**config.mk**
```make
export PLATFORM = sky130hd
export DESIGN_NAME = linker_script_tokenizer
export DESIGN_NICKNAME = d
export VERILOG_FILES = /design/src/ltok_pkg.sv /design/src/ltok_ctrl.sv /design/src/ltok_dp.sv /design/src/linker_script_tokenizer.sv
export SDC_FILE = /design/constraint.sdc
export NUM_CORES = 1
export LEC_CHECK = 0
export BUFFER_PORTS_ARGS = -buffer_cell sky130_fd_sc_hd__buf_2
export CAP_MARGIN = 20
export CORE_ASPECT_RATIO = 2
export CORE_MARGIN = 4
export CORE_UTILIZATION = 55
export DETAILED_ROUTE_END_ITERATION = 16
export PLACE_DENSITY = 0.73
export SLEW_MARGIN = 15
export SYNTH_ARGS = -nofsm -noshare
export SYNTH_HDL_FRONTEND = slang
export SYNTH_SLANG_ARGS = --single-unit
```
**constraint.sdc**
```tcl
create_clock -name clock -period 6.9 [get_ports clock]
set_clock_uncertainty 0.05 [all_clocks]
set_input_delay 1.38 -clock clock [delete_from_list [all_inputs] [get_ports clock]]
set_output_delay 1.38 -clock clock [all_outputs]
set_load 0.05 [all_outputs]
```
**src/ltok_pkg.sv**
```systemverilog
// ----------------------------------------------------------------------------
// ltok_pkg
// Shared types, codes and character-class helpers for the script tokenizer.
// ----------------------------------------------------------------------------
package ltok_pkg;

   // result event codes
   localparam logic [2:0] EV_TOKEN    = 3'd0;
   localparam logic [2:0] EV_END      = 3'd1;
   localparam logic [2:0] EV_OPEN_QT  = 3'd2;
   localparam logic [2:0] EV_OPEN_CMT = 3'd3;
   localparam logic [2:0] EV_NONASCII = 3'd4;

   // token kinds
   localparam logic [1:0] KIND_WORD   = 2'd0;
   localparam logic [1:0] KIND_QUOTED = 2'd1;
   localparam logic [1:0] KIND_OPER   = 2'd2;
   localparam logic [1:0] KIND_SINGLE = 2'd3;

   // mode codes
   localparam logic [1:0] MODE_EXPR    = 2'd0;
   localparam logic [1:0] MODE_SECTION = 2'd2;

   localparam int LINE_OUT_W = 24;
   localparam int DISCARD_LEN = 9;

   // scan phase of the datapath
   typedef enum logic [3:0] {
      PH_BETWEEN    = 4'd0,
      PH_START      = 4'd1,
      PH_WORD_FIRST = 4'd2,
      PH_WORD       = 4'd3,
      PH_QUOTE      = 4'd4,
      PH_LINE_CMT   = 4'd5,
      PH_BLOCK      = 4'd6,
      PH_BLOCK_STAR = 4'd7,
      PH_EMIT       = 4'd8
   } phase_type;

   // commands from the controller
   typedef struct packed {
      logic load;
      logic step;
      logic err;
      logic eot;
   } cmd_type;

   // status back to the controller
   typedef struct packed {
      logic halt;
      logic out_free;
      logic end_seen;
   } status_type;

   function automatic logic is_alnum(input logic [7:0] b);
      return (b >= "A" && b <= "Z") || (b >= "a" && b <= "z") || (b >= "0" && b <= "9");
   endfunction

   function automatic logic is_space(input logic [7:0] b);
      return b == 8'h20 || b == 8'h09 || b == 8'h0a || b == 8'h0b ||
             b == 8'h0c || b == 8'h0d;
   endfunction

   // word character class for the latched mode
   function automatic logic in_class(input logic [7:0] b, input logic [1:0] m);
      logic plain;
      plain = b == "_" || b == "." || b == "$" || b == "/" || b == "\\" ||
              b == "~" || b == "=" || b == "+" || b == "[" || b == "]" ||
              b == "*" || b == "?" || b == "-" || b == "!" || b == "^" ||
              (b == ":" && m != MODE_SECTION);
      if (is_alnum(b)) return 1'b1;
      if (m == MODE_EXPR) return b == "_" || b == "." || b == "$";
      return plain;
   endfunction

   // bytes that may open a longer operator
   function automatic logic in_wait_set(input logic [7:0] b);
      return b == "/" || b == "<" || b == ">" || b == "+" || b == "-" || b == "*" ||
             b == "!" || b == "&" || b == "^" || b == "|" || b == "=";
   endfunction

   function automatic logic in_assign_ops(input logic [7:0] b);
      return b == "+" || b == "-" || b == "*" || b == "/" || b == "!" ||
             b == "&" || b == "^" || b == "|";
   endfunction

   function automatic logic [7:0] discard_char(input logic [3:0] k);
      logic [7:0] c;
      case (k)
         4'd1:    c = "D";
         4'd2:    c = "I";
         4'd3:    c = "S";
         4'd4:    c = "C";
         4'd5:    c = "A";
         4'd6:    c = "R";
         4'd7:    c = "D";
         default: c = "/";
      endcase
      return c;
   endfunction

endpackage

```
**src/ltok_ctrl.sv**
```systemverilog
// ----------------------------------------------------------------------------
// ltok_ctrl
// Sequencer: takes a byte, runs scan steps until the datapath halts, then
// closes the script on end of text.
// ----------------------------------------------------------------------------
module ltok_ctrl
   import ltok_pkg::*;
(
   input  logic       clock,
   input  logic       reset,
   input  logic       req_valid,
   output logic       req_ready,
   input  status_type status,
   output cmd_type    cmd
);

   typedef enum logic [3:0] {
      ST_IDLE = 4'b0001,
      ST_RUN  = 4'b0010,
      ST_ERR  = 4'b0100,
      ST_EOT  = 4'b1000
   } state_type;

   state_type state_ff, state_in;

   assign req_ready = (state_ff == ST_IDLE);

   // next state and commands
   always_comb begin
      state_in = state_ff;
      cmd      = '0;
      case (state_ff)
         ST_IDLE: begin
            if (req_valid) begin
               cmd.load = 1'b1;
               state_in = ST_RUN;
            end
         end
         ST_RUN: begin
            if (status.halt) begin
               state_in = status.end_seen ? ST_ERR : ST_IDLE;
            end else if (status.out_free) begin
               cmd.step = 1'b1;
            end
         end
         ST_ERR: begin
            if (status.out_free) begin
               cmd.err  = 1'b1;
               state_in = ST_EOT;
            end
         end
         ST_EOT: begin
            if (status.out_free) begin
               cmd.eot  = 1'b1;
               state_in = ST_IDLE;
            end
         end
         default: state_in = ST_IDLE;
      endcase
   end

   always_ff @(posedge clock) begin
      if (reset) begin
         state_ff <= ST_IDLE;
      end else begin
         state_ff <= state_in;
      end
   end

   // commands are mutually exclusive
   a_cmd_onehot: assert property (@(posedge clock) disable iff (reset)
      $onehot0({cmd.load, cmd.step, cmd.err, cmd.eot}))
      else $error("more than one command");

   // a step is never issued on a halted datapath
   a_no_step_halt: assert property (@(posedge clock) disable iff (reset)
      cmd.step |-> !status.halt)
      else $error("step while halted");

   // closing always follows the error slot
   a_err_then_eot: assert property (@(posedge clock) disable iff (reset)
      cmd.err |=> (state_ff == ST_EOT))
      else $error("error slot not followed by end");

endmodule

```
**src/ltok_dp.sv**
```systemverilog
// ----------------------------------------------------------------------------
// ltok_dp
// Datapath: lookahead shift buffer, scan phase, line counter and the
// registered result slot. One scan step per command.
// ----------------------------------------------------------------------------
module ltok_dp
   import ltok_pkg::*;
#(
   parameter int LOOKAHEAD_DEPTH = 9,
   parameter int LINE_BITS       = 24
)(
   input  logic        clock,
   input  logic        reset,
   input  cmd_type     cmd,
   output status_type  status,
   input  logic [7:0]  req_text_byte,
   input  logic [1:0]  req_mode,
   input  logic        req_end_of_text,
   output logic        rsp_valid,
   input  logic        rsp_ready,
   output logic [2:0]  rsp_event_res,
   output logic [7:0]  rsp_token_byte,
   output logic        rsp_token_first,
   output logic        rsp_token_last,
   output logic [1:0]  rsp_token_kind,
   output logic [LINE_OUT_W-1:0] rsp_line_number
);

   localparam int CNT_W = $clog2(LOOKAHEAD_DEPTH + 1);
   localparam logic [LINE_BITS-1:0] LINE_TOP = {LINE_BITS{1'b1}};
   localparam logic [LINE_BITS-1:0] LINE_ONE = {{(LINE_BITS-1){1'b0}}, 1'b1};

   logic [7:0]       buf_ff [LOOKAHEAD_DEPTH];
   logic [7:0]       buf_in [LOOKAHEAD_DEPTH];
   logic [CNT_W-1:0] count_ff, count_in;
   phase_type        phase_ff, phase_in;
   logic [1:0]       tmode_ff, tmode_in;
   logic [LINE_BITS-1:0] line_ff, line_in;
   logic             note_ff, note_in;
   logic [3:0]       tok_left_ff, tok_left_in;
   logic             tok_first_ff, tok_first_in;
   logic [1:0]       tok_kind_ff, tok_kind_in;
   logic             end_ff, end_in;
   logic [1:0]       mode_ff, mode_in;

   logic             rsp_valid_ff, rsp_valid_in;
   logic [2:0]       ev_ff, ev_in;
   logic [7:0]       byte_ff, byte_in;
   logic             first_ff, first_in;
   logic             last_ff, last_in;
   logic [1:0]       kind_ff, kind_in;
   logic [LINE_BITS-1:0] rline_ff, rline_in;
   logic [LINE_BITS+LINE_OUT_W-1:0] line_ext;

   // one scan step
   logic       s_emit, s_wait, s_inc;
   logic [2:0] s_ev;
   logic [7:0] s_byte;
   logic       s_first, s_last;
   logic [1:0] s_kind;
   logic [1:0] s_drop;
   phase_type  s_phase;
   logic [1:0] s_tmode;
   logic       s_note;
   logic [3:0] s_tl;
   logic       s_tf;
   logic [1:0] s_tk;

   logic [7:0] c0, c1, c2;
   logic       have1, have2, is_word_c0, disc_ok, shl_pair;

   assign c0 = buf_ff[0];
   assign c1 = buf_ff[1];
   assign c2 = buf_ff[2];
   assign have1 = count_ff >= CNT_W'(2);
   assign have2 = count_ff >= CNT_W'(3);
   assign is_word_c0 = in_class(c0, tmode_ff);
   assign shl_pair = (c0 == "<" || c0 == ">") && have1 && c1 == c0;

   // prefix match against /DISCARD/
   always_comb begin
      disc_ok = 1'b1;
      for (int k = 1; k < DISCARD_LEN; k++) begin
         if (CNT_W'(k) < count_ff && buf_ff[k] != discard_char(4'(k))) disc_ok = 1'b0;
      end
   end

   always_comb begin
      s_emit  = 1'b0;
      s_wait  = 1'b0;
      s_inc   = 1'b0;
      s_ev    = EV_TOKEN;
      s_byte  = 8'd0;
      s_first = 1'b0;
      s_last  = 1'b0;
      s_kind  = KIND_WORD;
      s_drop  = 2'd0;
      s_phase = phase_ff;
      s_tmode = tmode_ff;
      s_note  = note_ff;
      s_tl    = tok_left_ff;
      s_tf    = tok_first_ff;
      s_tk    = tok_kind_ff;
      case (phase_ff)
         PH_BETWEEN: begin
            s_drop = 2'd1;
            if (c0[7]) begin
               if (c0[6] && !note_ff) begin
                  s_emit = 1'b1;
                  s_ev   = EV_NONASCII;
                  s_note = 1'b1;
               end
            end else begin
               s_note = 1'b0;
               if (is_space(c0)) begin
                  s_inc = (c0 == 8'h0a);
               end else if (c0 == "#") begin
                  s_phase = PH_LINE_CMT;
               end else begin
                  s_drop  = 2'd0;
                  s_phase = PH_START;
                  s_tmode = mode_ff;
               end
            end
         end
         PH_LINE_CMT: begin
            s_drop = 2'd1;
            if (c0 == 8'h0a) begin
               s_inc   = 1'b1;
               s_phase = PH_BETWEEN;
            end
         end
         PH_BLOCK, PH_BLOCK_STAR: begin
            s_drop = 2'd1;
            s_inc  = (c0 == 8'h0a);
            if (phase_ff == PH_BLOCK_STAR && c0 == "/") s_phase = PH_BETWEEN;
            else s_phase = (c0 == "*") ? PH_BLOCK_STAR : PH_BLOCK;
         end
         PH_QUOTE: begin
            s_emit = 1'b1;
            s_byte = c0;
            s_last = (c0 == "\"");
            s_kind = KIND_QUOTED;
            s_drop = 2'd1;
            if (c0 == "\"") s_phase = PH_BETWEEN;
         end
         PH_WORD_FIRST, PH_WORD: begin
            if (!have1 && !end_ff) begin
               s_wait = 1'b1;
            end else begin
               s_emit  = 1'b1;
               s_byte  = c0;
               s_first = (phase_ff == PH_WORD_FIRST);
               s_last  = !have1 || !in_class(c1, tmode_ff);
               s_kind  = KIND_WORD;
               s_drop  = 2'd1;
               s_phase = s_last ? PH_BETWEEN : PH_WORD;
            end
         end
         PH_EMIT: begin
            s_emit  = 1'b1;
            s_byte  = c0;
            s_first = tok_first_ff;
            s_last  = (tok_left_ff == 4'd1);
            s_kind  = tok_kind_ff;
            s_drop  = 2'd1;
            s_tl    = tok_left_ff - 4'd1;
            s_tf    = 1'b0;
            if (s_last) s_phase = PH_BETWEEN;
         end
         PH_START: begin
            s_phase = PH_EMIT;
            s_tf    = 1'b1;
            if (c0 == "\"") begin
               s_emit  = 1'b1;
               s_byte  = c0;
               s_first = 1'b1;
               s_kind  = KIND_QUOTED;
               s_drop  = 2'd1;
               s_phase = PH_QUOTE;
            end else if (!have1 && !end_ff && (in_wait_set(c0) || is_word_c0)) begin
               s_wait  = 1'b1;
               s_phase = PH_START;
            end else if (have1 && c0 == "/" && c1 == "*") begin
               s_drop  = 2'd2;
               s_phase = PH_BLOCK;
            end else if (have1 && c0 == "/" && c1 == "/") begin
               s_drop  = 2'd2;
               s_phase = PH_LINE_CMT;
            end else if (shl_pair && !have2 && !end_ff) begin
               s_wait  = 1'b1;
               s_phase = PH_START;
            end else if (shl_pair && have2 && c2 == "=") begin
               s_tl = 4'd3;
               s_tk = KIND_OPER;
            end else if (have1 && c1 == "=" && in_assign_ops(c0)) begin
               s_tl = 4'd2;
               s_tk = KIND_OPER;
            end else if (is_word_c0) begin
               s_phase = PH_WORD_FIRST;
            end else if (tmode_ff == MODE_EXPR && c0 == "/" && disc_ok &&
                         count_ff >= CNT_W'(DISCARD_LEN)) begin
               s_tl = 4'(DISCARD_LEN);
               s_tk = KIND_WORD;
            end else if (tmode_ff == MODE_EXPR && c0 == "/" && disc_ok && !end_ff) begin
               s_wait  = 1'b1;
               s_phase = PH_START;
            end else if (tmode_ff == MODE_EXPR && have1 &&
                         ((c1 == c0 && (c0 == "<" || c0 == ">" || c0 == "&" || c0 == "|")) ||
                          (c1 == "=" && (c0 == "=" || c0 == "!" || c0 == "<" ||
                                         c0 == ">")))) begin
               s_tl = 4'd2;
               s_tk = KIND_OPER;
            end else begin
               s_tl = 4'd1;
               s_tk = KIND_SINGLE;
            end
         end
         default: s_phase = PH_BETWEEN;
      endcase
   end

   assign status.halt     = (count_ff == '0) || s_wait;
   assign status.out_free = !rsp_valid_ff || rsp_ready;
   assign status.end_seen = end_ff;

   // state update
   always_comb begin
      for (int i = 0; i < LOOKAHEAD_DEPTH; i++) buf_in[i] = buf_ff[i];
      count_in     = count_ff;
      phase_in     = phase_ff;
      tmode_in     = tmode_ff;
      line_in      = line_ff;
      note_in      = note_ff;
      tok_left_in  = tok_left_ff;
      tok_first_in = tok_first_ff;
      tok_kind_in  = tok_kind_ff;
      end_in       = end_ff;
      mode_in      = mode_ff;
      rsp_valid_in = rsp_valid_ff && !rsp_ready;
      ev_in        = ev_ff;
      byte_in      = byte_ff;
      first_in     = first_ff;
      last_in      = last_ff;
      kind_in      = kind_ff;
      rline_in     = rline_ff;

      if (cmd.load) begin
         end_in  = req_end_of_text;
         mode_in = req_mode;
         if (count_ff < CNT_W'(LOOKAHEAD_DEPTH)) begin
            for (int i = 0; i < LOOKAHEAD_DEPTH; i++) begin
               if (CNT_W'(i) == count_ff) buf_in[i] = req_text_byte;
            end
            count_in = count_ff + CNT_W'(1);
         end
      end

      if (cmd.step) begin
         phase_in     = s_phase;
         tmode_in     = s_tmode;
         note_in      = s_note;
         tok_left_in  = s_tl;
         tok_first_in = s_tf;
         tok_kind_in  = s_tk;
         if (s_inc && line_ff != LINE_TOP) line_in = line_ff + LINE_ONE;
         if (s_drop == 2'd1) begin
            for (int i = 0; i < LOOKAHEAD_DEPTH - 1; i++) buf_in[i] = buf_ff[i+1];
         end else if (s_drop == 2'd2) begin
            for (int i = 0; i < LOOKAHEAD_DEPTH - 2; i++) buf_in[i] = buf_ff[i+2];
         end
         count_in = count_ff - CNT_W'(s_drop);
         if (s_emit) begin
            rsp_valid_in = 1'b1;
            ev_in        = s_ev;
            byte_in      = s_byte;
            first_in     = s_first;
            last_in      = s_last;
            kind_in      = s_kind;
            rline_in     = line_ff;
         end
      end

      // unclosed quote or comment at end of text
      if (cmd.err && (phase_ff == PH_QUOTE || phase_ff == PH_BLOCK ||
                      phase_ff == PH_BLOCK_STAR)) begin
         rsp_valid_in = 1'b1;
         ev_in        = (phase_ff == PH_QUOTE) ? EV_OPEN_QT : EV_OPEN_CMT;
         byte_in      = 8'd0;
         first_in     = 1'b0;
         last_in      = 1'b0;
         kind_in      = KIND_WORD;
         rline_in     = line_ff;
      end

      // end of text, then back to the reset state
      if (cmd.eot) begin
         rsp_valid_in = 1'b1;
         ev_in        = EV_END;
         byte_in      = 8'd0;
         first_in     = 1'b0;
         last_in      = 1'b0;
         kind_in      = KIND_WORD;
         rline_in     = line_ff;
         count_in     = '0;
         phase_in     = PH_BETWEEN;
         tmode_in     = 2'd0;
         line_in      = LINE_ONE;
         note_in      = 1'b0;
         end_in       = 1'b0;
      end
   end

   always_ff @(posedge clock) begin
      if (reset) begin
         count_ff     <= '0;
         phase_ff     <= PH_BETWEEN;
         tmode_ff     <= 2'd0;
         line_ff      <= LINE_ONE;
         note_ff      <= 1'b0;
         tok_left_ff  <= 4'd0;
         tok_first_ff <= 1'b0;
         tok_kind_ff  <= KIND_WORD;
         end_ff       <= 1'b0;
         rsp_valid_ff <= 1'b0;
      end else begin
         count_ff     <= count_in;
         phase_ff     <= phase_in;
         tmode_ff     <= tmode_in;
         line_ff      <= line_in;
         note_ff      <= note_in;
         tok_left_ff  <= tok_left_in;
         tok_first_ff <= tok_first_in;
         tok_kind_ff  <= tok_kind_in;
         end_ff       <= end_in;
         rsp_valid_ff <= rsp_valid_in;
      end
   end

   // payload registers
   always_ff @(posedge clock) begin
      for (int i = 0; i < LOOKAHEAD_DEPTH; i++) buf_ff[i] <= buf_in[i];
      mode_ff  <= mode_in;
      ev_ff    <= ev_in;
      byte_ff  <= byte_in;
      first_ff <= first_in;
      last_ff  <= last_in;
      kind_ff  <= kind_in;
      rline_ff <= rline_in;
   end

   assign line_ext        = {{LINE_OUT_W{1'b0}}, rline_ff};
   assign rsp_valid       = rsp_valid_ff;
   assign rsp_event_res   = ev_ff;
   assign rsp_token_byte  = byte_ff;
   assign rsp_token_first = first_ff;
   assign rsp_token_last  = last_ff;
   assign rsp_token_kind  = kind_ff;
   assign rsp_line_number = line_ext[LINE_OUT_W-1:0];

   // buffer fill never passes its depth
   a_count_range: assert property (@(posedge clock) disable iff (reset)
      count_ff <= CNT_W'(LOOKAHEAD_DEPTH))
      else $error("lookahead overflow");

   // a token in flight always has bytes left to send
   a_emit_left: assert property (@(posedge clock) disable iff (reset)
      (phase_ff == PH_EMIT) |-> (tok_left_ff != 4'd0 && count_ff >= CNT_W'(tok_left_ff)))
      else $error("token emission underflow");

   // the line counter never drops to zero
   a_line_nonzero: assert property (@(posedge clock) disable iff (reset)
      line_ff != '0)
      else $error("line counter zero");

   // a new result is never loaded over one that is still waiting
   a_no_overwrite: assert property (@(posedge clock) disable iff (reset)
      (rsp_valid_ff && !rsp_ready) |-> !(cmd.step || cmd.err || cmd.eot))
      else $error("result slot overwritten");

endmodule

```
**src/linker_script_tokenizer.sv**
```systemverilog
// flow: a byte is taken in idle, then one scan step per cycle while the result slot
// is free, then control hands back to idle; a byte may pass a skip, a classify and a
// send step each time it is replayed from the buffer
// a new byte is taken only after the steps for the last one halt, and result stalls
// hold it back; end of text adds the closing events (open quote or comment, then end)
// reset: synchronous, active high; buffer empty, line counter 1; end of text also returns here
// ----------------------------------------------------------------------------
// linker_script_tokenizer
// Splits script bytes into tokens with kind, marks and line number.
// ----------------------------------------------------------------------------
module linker_script_tokenizer
   import ltok_pkg::*;
#(
   parameter int LOOKAHEAD_DEPTH = 9,
   parameter int LINE_BITS       = 24
)(
   input  logic        clock,
   input  logic        reset,
   input  logic        req_valid,
   output logic        req_ready,
   input  logic [7:0]  req_text_byte,
   input  logic [1:0]  req_mode,
   input  logic        req_end_of_text,
   output logic        rsp_valid,
   input  logic        rsp_ready,
   output logic [2:0]  rsp_event_res,
   output logic [7:0]  rsp_token_byte,
   output logic        rsp_token_first,
   output logic        rsp_token_last,
   output logic [1:0]  rsp_token_kind,
   output logic [23:0] rsp_line_number
);

   cmd_type    cmd;
   status_type status;

   ltok_ctrl u_ctrl (
      .clock     (clock),
      .reset     (reset),
      .req_valid (req_valid),
      .req_ready (req_ready),
      .status    (status),
      .cmd       (cmd)
   );

   ltok_dp #(
      .LOOKAHEAD_DEPTH (LOOKAHEAD_DEPTH),
      .LINE_BITS       (LINE_BITS)
   ) u_dp (
      .clock           (clock),
      .reset           (reset),
      .cmd             (cmd),
      .status          (status),
      .req_text_byte   (req_text_byte),
      .req_mode        (req_mode),
      .req_end_of_text (req_end_of_text),
      .rsp_valid       (rsp_valid),
      .rsp_ready       (rsp_ready),
      .rsp_event_res   (rsp_event_res),
      .rsp_token_byte  (rsp_token_byte),
      .rsp_token_first (rsp_token_first),
      .rsp_token_last  (rsp_token_last),
      .rsp_token_kind  (rsp_token_kind),
      .rsp_line_number (rsp_line_number)
   );

endmodule

```
# Word-level counts from Yosys, hierarchy flattened
# Memories as Yosys holds them, arrays and structs flattened.
# Cells that the tools add are included.
# classes
add_sub_neg	4
magnitude_cmp	24
n_eq_ne	99
n_mux	154
bitwise	8
reduce_logical	146
# op_table
op	n
$eq 8x6->1 const B	27
$mux 72	2
$mux 4	34
$mux 56	2
$eq 8x7->1 const B	13
$mux 24	4
$mux 8	12
$logic_or 1x1->1	69
$mux 1	66
$mux 64	1
$ne 8x7->1 const B	7
$logic_and 1x1->1	42
$eq 8x4->1 const B	5
$ge 8x7->1 const B	4
$le 8x7->1 const B	4
$ne 2x2->1 const B	14
$pmux 4 s7	1
$mux 2	13
$add 24x1->24 const B	1
$mux 3	8
$ne 24x24->1 const B	1
$pmux 8 s3	1
$eq 4x3->1 const B	5
$reduce_and 9->1	2
other kinds (48)	97
# totals
reg_bits	89
ramBits	72
wordCells	454
n_memories	1
# mem_list
name	depth	word_bits	rd	rd_ports_with_merged_regs	write_ports	line	rtl
u_dp.buf_ff	9	8	9	0	9	ltok_dp.sv:33	logic [7:0] buf_ff [LOOKAHEAD_DEPTH];

# Longest topological paths before layout
# Gate-level depths: netlist (run 1).
# An unclocked memory read counts as a cell.
# logic_depth
word_depth	34
ltp_mapped	19
mapped_depth_nobuf	15

# By module
# A second synthesis (run 1) with hierarchy kept.
# unflattened
hier_cells	952
area_unflattened_um2	8883.5
# by_module_without_submodules
mod	instances	cells_each	area_per_inst_um2	seq_area_each_um2
ltok_dp	1	912	8550.7	3483.3
ltok_ctrl	1	40	332.8	80.1

# Least setup slack after synthesis (run 1)
# OpenSTA, ideal clock, no wires.
# synth_timing
path_type	register -> register
startpoint	register, netlist name u_ctrl.state_ff[2]
endpoint	memory u_dp.buf_ff[8][0] (netlist: u_dp.buf_ff[0][64]), enable pin
setup_ps	398
arrival_ps	4019
t_required_ps	6452
slack_ps	2434
stages_incl_launch_ff	5
synth_period_minus_slack_ps	4466
path_cell_list	dfxtp_1 -> nor4b_1 -> nand2_1 -> nor2_1 -> nor4b_1
# synth_lines
item	line
end: declaration	ltok_dp.sv:33

==> impl_metrics.yaml, run 1 <==
critical_path:
  critical_path_class: "reg -> reg"
  endpoint_kind: "register"
  required_ps: 6900
  cp_max_fo: 48
  crit_arrival_ps: 4960
  start_kind: "register"
cts:
  root_buffer: "clkbuf_16"
  cts_sinks: 161
  clockBufferDepth: 2
  cts-htree-levels: 4
  cts_tree: "yes"
  cts_resized: 0
  hold_buffers: 0
  clk_pin_slew_ps: 70
  cts_buffers: 17
  insertion_delay_ps: 440
  cts_setup_buffers: 0
floorplan:
  dieWidth_um: 95.8
  start_util: 0.558
  boundaryPins: 56
  dieArea_mm2: 0.0176
  coreArea_mm2: 0.0152
  rows: 64
  die_y_um: 184
timing:
  maxSlewHeadroom: 0.295
  fmax_mhz: 202
  rsz0062_at_grt: "no"
  worst_slew_pin_slew_ps: 1060
  drv_slew: 0
  finalHoldViolations: 0
  period_share: 0.719
  setup-tns-final_ps: 0
  layout_min_cycle_time_ps: 4960
  fin_ws_ps: 1940
  setup_violations: 0
synthesis:
  synthSimpleGateAreaFrac: 0.255
  synth_edf_count: 34
  async_flop_share: 0
  synthAdderAreaFrac: 0.0112
  synth_xor_area_frac: 0.0310
  synth_seq_cells: 161
  synth.distinct_cells: 71
  yosys_warnings: 0
  seq_area_frac_synth: 0.420
  syn_area_mm2: 0.00849
  synth_compound_area_frac: 0.213
  synth_mux_area_frac: 0.0251
  synth_ff_type: "dfxtp_1"
  synth_top_family_by_area: "simple AND/OR/NAND/NOR gates"
  syn-instance-count: 1015
  syn_area_per_cell_um2: 8.36
  synthesis.nets: 1037
pwr:
  power.share.switching: 0.409
  clockPowerShare: 0.250
  finalPower_uw: 3580
  p_int_uw: 2120
  power.switching_uw: 1470
  ir_worst_vdd_mv: 0.239
  p_per_area_mw_per_mm2: 382
  p_leak_uw: 0.00333
  comb_power_share: 0.307
  p_seq_frac: 0.442
route:
  wl_per_cell_um: 21.1
  vias: 8153
  drc: 0
  first_iter_violations: 678
  finalWirelength_mm: 26.2
  viasPerCell: 6.58
  postRouteAntennaNets: 0
  dr.pass1.iters: 5
grt:
  grt_pass1_wl_mm: 41.6
  grt_pass1_vias: 8019
  grt_util_all_layers: 0.307
  antenna_found_initial: 0
  grt_max_degree: 61
  grt_overflow_total: 0
run:
  cap_violations: 0
layout:
  area_growth_pct: 10.4
  fin_nets: 1050
  layoutNonFillerInstCount: 1239
  fin_area_mm2: 0.00937
  diodes: 0
  drive_gt1_frac: 0.116
worst_hold_path:
  worstHoldPathType: "reg -> reg"
placed_design:
  dp_cells: 1206
  place.gp.congestion: 1.02
  post-place-ws_ps: 1980
  dpl_cell_area_mm2: 0.00881
  io_buffers: 55
  dp_hpwl_mm: 18.8
status:
  status: "completed"
final timing paths:
path | from | end | slack (ps) | depth (start not counted)
setup / recovery | u_dp.buf_ff[0][1]$_DFF_P_ | u_dp.rsp_line_number[3]$_DFFE_PP_ | 1940 | 9
hold / removal | u_dp.rsp_token_byte[0]$_SDFFE_PP0P_ | u_dp.rsp_token_byte[0]$_SDFFE_PP0P_ | 400 | 2
setup reg to reg | u_dp.buf_ff[0][1]$_DFF_P_ | u_dp.rsp_line_number[3]$_DFFE_PP_ | 1940 | 9
hold reg to reg | u_dp.rsp_token_byte[0]$_SDFFE_PP0P_ | u_dp.rsp_token_byte[0]$_SDFFE_PP0P_ | 400 | 2
synth_stat cells, drive strengths merged (23+ instances only):
library cell,count,area [um2]
xor2,26,228
dfxtp,127,2540
nand2,172,648
o21ai,46,234
nand3,38,195
nor2,78,293
o22ai,48,300
buf,33,160
edfxtp,34,1020
a32oi,47,412
nor3,23,120
clkbuf,40,150
a21oi,55,275
metal layers:
layer,up-vias,part of all wire,GRT usage
li1,3810,-,-
met1,3856,0.34,0.307
met2,373,0.55,0.563
met3,114,0.047,0.0426
met4,0,0.070,0.213
met5,-,0,0
state kept, by name (all words and copies together) (netlist names), 2 cells and up:
name / count
u_dp.buf_ff: 72
u_dp.line_ff: 24
u_dp.rsp_line_number: 24
u_dp.rsp_token_byte: 8
u_ctrl.state_ff: 4
u_dp.count_ff: 4
u_dp.phase_ff: 4
u_dp.tok_left_ff: 4
u_dp.rsp_event_res: 3
u_dp.mode_ff: 2
u_dp.rsp_token_kind: 2
u_dp.tmode_ff: 2
u_dp.tok_kind_ff: 2
power groups by stage:
stage	clock network (uW)	logic [uW]	registers (uW)
2_1_floorplan	0	939	1410
5_1_grt	941	1220	1610
4_1_cts	907	1080	1560
3_5_place_dp	0	1080	1580
6_report	898	1100	1590
3_3_place_gp	0	1060	1580
worst max-delay path, stage by stage (launching register included):
cell,delay [ps]
dfxtp_1,760
or4b_1,490
a2111oi_0,550
a311o_1,290
o311ai_4,150
a31oi_2,620
inv_2,580
and2_1,460
nor2_1,200
inv_1,390
layout make-up:
| type | instances | area, um2 |
|---|---|---|
| clock buffers | 18 | 429 |
| well taps | 198 | 248 |
| fillers | 1404 | 5840 |
| multi-input cells | 761 | 4570 |
| inverters | 20 | 75.1 |
| repair buffers | 67 | 363 |
| flip-flops and latches | 161 | 3560 |
| clock inverters | 14 | 128 |
cell usage in the layout, fill, tap and decap left out, types with 34 or more instances in the layout:
| cell type | count |
|---|---|
| a21oi_1 | 55 |
| a32oi_1 | 47 |
| buf_2 | 56 |
| dfxtp_1 | 127 |
| edfxtp_1 | 34 |
| nand2_1 | 170 |
| nand3_1 | 37 |
| nor2_1 | 77 |
| o21ai_0 | 43 |
| o22ai_1 | 48 |
stage by stage:
step,hold WS [ps],utilization
after CTS,404,0.616
after global placement,391,0.579
final,399,0.616
after detailed placement,397,0.579
after global routing,425,0.616
after floorplan,381,-
logic make-up (layout without fill, tap and decap cells):
family | after synthesis | count (layout)
adders and majority gates | 7 | 7
buffers and inverters | 93 | 119
AOI/OAI and AO/OA | 267 | 267
and+or+nand+nor | 436 | 436
xor gates and xnor gates | 30 | 30
DFF | 161 | 161
muxes | 21 | 21
No activity file was read; power rests on OpenSTA's default activity.
==> run 2, diff against run 1 <==
- PLACE_DENSITY: 0.73 -> 0.76
- clock period: 6.9 -> 4.2 ns (I/O delays scaled with it)
==> impl_metrics.yaml, run 2 (same netlist as run 1, synthesis figures left out) <==
timing:
  drv_slew: 0
  setup_violations: 0
  fin_ws_ps: 393
  setup-tns-final_ps: 0
  period_share: 0.906
  maxSlewHeadroom: 0.301
  fmax_mhz: 263
  layout_min_cycle_time_ps: 3810
  rsz0062_at_grt: "no"
  finalHoldViolations: 0
  worst_slew_pin_slew_ps: 1040
grt:
  antenna_found_initial: 0
  grt_pass1_vias: 8143
  grt_pass1_wl_mm: 41.6
  grt_overflow_total: 0
  grt_util_all_layers: 0.310
  grt_max_degree: 81
floorplan:
  boundaryPins: 56
  start_util: 0.558
  coreArea_mm2: 0.0152
  dieArea_mm2: 0.0176
  rows: 64
  die_y_um: 184
  dieWidth_um: 95.8
cts:
  clk_pin_slew_ps: 70
  root_buffer: "clkbuf_16"
  cts_setup_buffers: 0
  insertion_delay_ps: 440
  cts_buffers: 17
  cts-htree-levels: 4
  cts_tree: "yes"
  cts_resized: 0
  clockBufferDepth: 2
  hold_buffers: 0
  cts_sinks: 161
placed_design:
  io_buffers: 55
  post-place-ws_ps: 445
  dp_hpwl_mm: 19.2
  place.gp.congestion: 0.993
  dp_cells: 1222
critical_path:
  crit_arrival_ps: 4080
  critical_path_class: "reg -> reg"
  required_ps: 4470
  endpoint_kind: "register"
  cp_max_fo: 12
  start_kind: "register"
route:
  finalWirelength_mm: 26.5
  drc: 0
  dr.pass1.iters: 7
  first_iter_violations: 619
  postRouteAntennaNets: 0
  wl_per_cell_um: 21.1
  vias: 8364
  viasPerCell: 6.66
pwr:
  p_leak_uw: 0.00342
  ir_worst_vdd_mv: 0.559
  p_per_area_mw_per_mm2: 634
layout:
  finalCoreUtilization: 0.627
  mostFrequentLayoutCells: "171 x nand2_1, 127 x dfxtp_1, 78 x nor2_1"
  diodes: 0
  layout_commonest_cell: "nand2_1"
  drive_gt1_frac: 0.128
  area_growth_pct: 12.3
  largest_reg_flops: 72
  largest_register: "u_dp.buf_ff"
  layoutNonFillerInstCount: 1255
  fin_nets: 1066
worst_hold_path:
  worstHoldPathType: "reg -> reg"
status:
  status: "completed"
run:
  cap_violations: 0
## run 2: worst paths after layout
check	from	slack [ps]	to	cells after the start
max	u_dp.buf_ff[0][3]$_DFF_P_	390	u_dp.count_ff[3]$_SDFFE_PP0P_	12
min	u_dp.rsp_token_byte[4]$_SDFFE_PP0P_	400	u_dp.rsp_token_byte[4]$_SDFFE_PP0P_	2
max reg2reg	u_dp.buf_ff[0][3]$_DFF_P_	390	u_dp.count_ff[3]$_SDFFE_PP0P_	12
min reg2reg	u_dp.rsp_token_byte[4]$_SDFFE_PP0P_	400	u_dp.rsp_token_byte[4]$_SDFFE_PP0P_	2
## run 2: cell type report
type                    count  area, um2
clock inverters            13        151
inverters                  20       75.1
flip-flops and latches    161       3560
well taps                 198        248
multi-input cells         761       4570
repair buffers             83        498
fillers                  1355       5680
clock buffers              19        433
## run 2: through the flow
step / hold WS [ps] / power (uW) / cell area [um2]
3_3_place_gp: 392 / 4420 / 8940
5_1_grt: 426 / 6340 / 9540
6_report: 400 / 6050 / 9540
3_5_place_dp: 395 / 4440 / 8940
2_1_floorplan: 381 / 3860 / 8490
4_1_cts: 402 / 5980 / 9530
## run 2: worst max-delay path, cell delays in order (launching register included)
cell and delay (ps):
dfxtp_1 440, or4b_1 560, a2111oi_0 590, a311o_1 290, o311ai_4 140, a31oi_2 360
nor2_1 160, ha_1 320, a21o_1 170, a21oi_1 170, mux2i_1 240, xnor2_1 140
nor2_1 60
## run 2: where the power goes
part           internal (uW)  leakage (uW)  total (uW)  switching (uW)
sequential              1940       0.00132        2520             580
combinational            813       0.00182        1970            1160
clock                    888      0.000277        1560             670
## run 2: metal layers
layer  share of wire  track usage  up-vias
met1            0.33        0.303     3914
met2            0.53        0.547      435
li1                -            -     3853
met4           0.087        0.255        0
met3           0.053       0.0537      162
met5               0            0        -
==> run 3, diff against run 2 <==
- PLACE_DENSITY: 0.76 -> 0.73
- clock period: 4.2 -> 4.65 ns (I/O delays scaled with it)
==> impl_metrics.yaml, run 3 (same netlist as run 1, synthesis figures left out) <==
status:
  status: "completed"
route:
  dr.pass1.iters: 6
  vias: 8202
  viasPerCell: 6.57
  postRouteAntennaNets: 0
  wl_per_cell_um: 21.0
  first_iter_violations: 538
  finalWirelength_mm: 26.2
  drc: 0
placed_design:
  dp_hpwl_mm: 19.4
  dp_cells: 1217
  io_buffers: 55
  place.gp.congestion: 0.968
  dpl_cell_area_mm2: 0.00889
layout:
  layoutNonFillerInstCount: 1249
  diodes: 0
  largest_register: "u_dp.buf_ff"
  area_growth_pct: 11.6
  finalCoreUtilization: 0.623
  fillers: 1384
  largest_reg_flops: 72
  layout_commonest_cell: "nand2_1"
  mostFrequentLayoutCells: "171 x nand2_1, 127 x dfxtp_1, 77 x nor2_1"
  fin_nets: 1060
  drive_gt1_frac: 0.123
  fin_area_mm2: 0.00947
worst_hold_path:
  hold_path_startpoint: "u_dp.rsp_token_byte[2]$_SDFFE_PP0P_"
  whs_endpoint: "u_dp.rsp_token_byte[2]$_SDFFE_PP0P_"
  hold_depth: 2
  worstHoldPathType: "reg -> reg"
timing:
  setup-tns-final_ps: 0
  finalHoldViolations: 0
  fmax_mhz: 245
  worst_slew_pin_slew_ps: 1130
  layout_min_cycle_time_ps: 4080
  maxSlewHeadroom: 0.243
  drv_slew: 0
  hold_ws_ps: 400
  rsz0062_at_grt: "no"
  setup_violations: 0
  period_share: 0.878
grt:
  antenna_found_initial: 0
  grt_max_degree: 46
  grt_pass1_wl_mm: 42.0
  grt_util_all_layers: 0.310
  grt_pass1_vias: 8122
  grt_overflow_total: 0
pwr:
  p_per_area_mw_per_mm2: 573
  p_seq_frac: 0.423
  p_int_uw: 3270
  power.switching_uw: 2150
  power.share.switching: 0.396
  clockPowerShare: 0.256
  comb_power_share: 0.320
  ir_worst_vdd_mv: 0.362
  p_leak_uw: 0.00339
critical_path:
  reg2reg_depth: 10
  crit_arrival_ps: 4090
  cp_max_fo: 24
  start_kind: "register"
  worstReg2RegEnd: "u_dp.rsp_line_number[5]$_DFFE_PP_"
  required_ps: 4660
  r2r_setup_slack_ps: 570
  endpoint_kind: "register"
  critical_path_class: "reg -> reg"
  r2r_start: "u_dp.buf_ff[0][3]$_DFF_P_"
cts:
  cts_sinks: 161
  clk_pin_slew_ps: 60
  cts_setup_buffers: 0
  cts_resized: 0
  hold_buffers: 0
  cts_tree: "yes"
  clockBufferDepth: 2
  cts_buffers: 17
  insertion_delay_ps: 440
  root_buffer: "clkbuf_16"
  cts-htree-levels: 4
floorplan:
  rows: 64
  dieWidth_um: 95.8
  coreArea_mm2: 0.0152
  start_util: 0.558
  dieArea_mm2: 0.0176
  boundaryPins: 56
  die_y_um: 184
run:
  cap_violations: 0
[run 3: cell type report]
class	instances	area [um2]	area share
flip-flops and latches	161	3560	0.376
clock buffers	19	433	0.0457
well taps	198	248	0.0262
clock inverters	13	149	0.0157
multi-input cells	761	4560	0.482
repair buffers	77	440	0.0465
inverters	20	75.1	0.00793
[run 3: routing by layer]
metal,wire (um),global-route usage,up-vias
li1,-,-,3846
met1,8500,0.304,3775
met2,13900,0.550,404
met3,1340,0.0483,177
met4,2490,0.251,0
met5,0,0,-
[run 3: worst max-delay path by stage]
| stage | from | endpoint | slack, ps | cells past startpoint |
|---|---|---|---|---|
| 6_report | u_dp.buf_ff[0][3]$_DFF_P_ | u_dp.rsp_line_number[5]$_DFFE_PP_ | 570 | 10 |
| 3_3_place_gp | u_dp.buf_ff[0][3]$_DFF_P_ | u_dp.rsp_line_number[7]$_DFFE_PP_ | 670 | 10 |
| 4_1_cts | u_dp.buf_ff[0][3]$_DFF_P_ | u_dp.rsp_line_number[5]$_DFFE_PP_ | 540 | 10 |
| 2_1_floorplan | u_ctrl.state_ff[2]$_SDFFE_PP0P_ | u_dp.buf_ff[0][64]$_DFFE_PP_ | 180 | 4 |
| 5_1_grt | u_dp.buf_ff[0][3]$_DFF_P_ | u_dp.rsp_line_number[5]$_DFFE_PP_ | 240 | 10 |
| 3_5_place_dp | u_dp.buf_ff[0][3]$_DFF_P_ | u_dp.rsp_line_number[5]$_DFFE_PP_ | 550 | 10 |
[run 3: power groups by stage]
| stage | registers (uW) | logic [uW] | clock network [uW] |
|---|---|---|---|
| after floorplan | 2090 | 1390 | 0 |
| after global placement | 2290 | 1690 | 0 |
| after detailed placement | 2300 | 1710 | 0 |
| after CTS | 2270 | 1710 | 1410 |
| after global routing | 2340 | 1920 | 1460 |
| final | 2300 | 1740 | 1390 |
[run 3: worst max-delay path, stage by stage, from the launching register on]
cell,delay (ps)
dfxtp_1,530
or3_1,480
o311a_1,310
o21ai_2,70
nand4b_2,190
o311ai_4,430
a31oi_2,260
inv_2,150
and2_1,460
nor2_1,130
inv_1,630
[run 3: through the flow]
step                power (uW)  worst slack [ps]
finish                    5420               568
detailed placement        4000               554
floorplan                 3480               184
CTS                       5380               535
global route              5710               236
global placement          3980               675
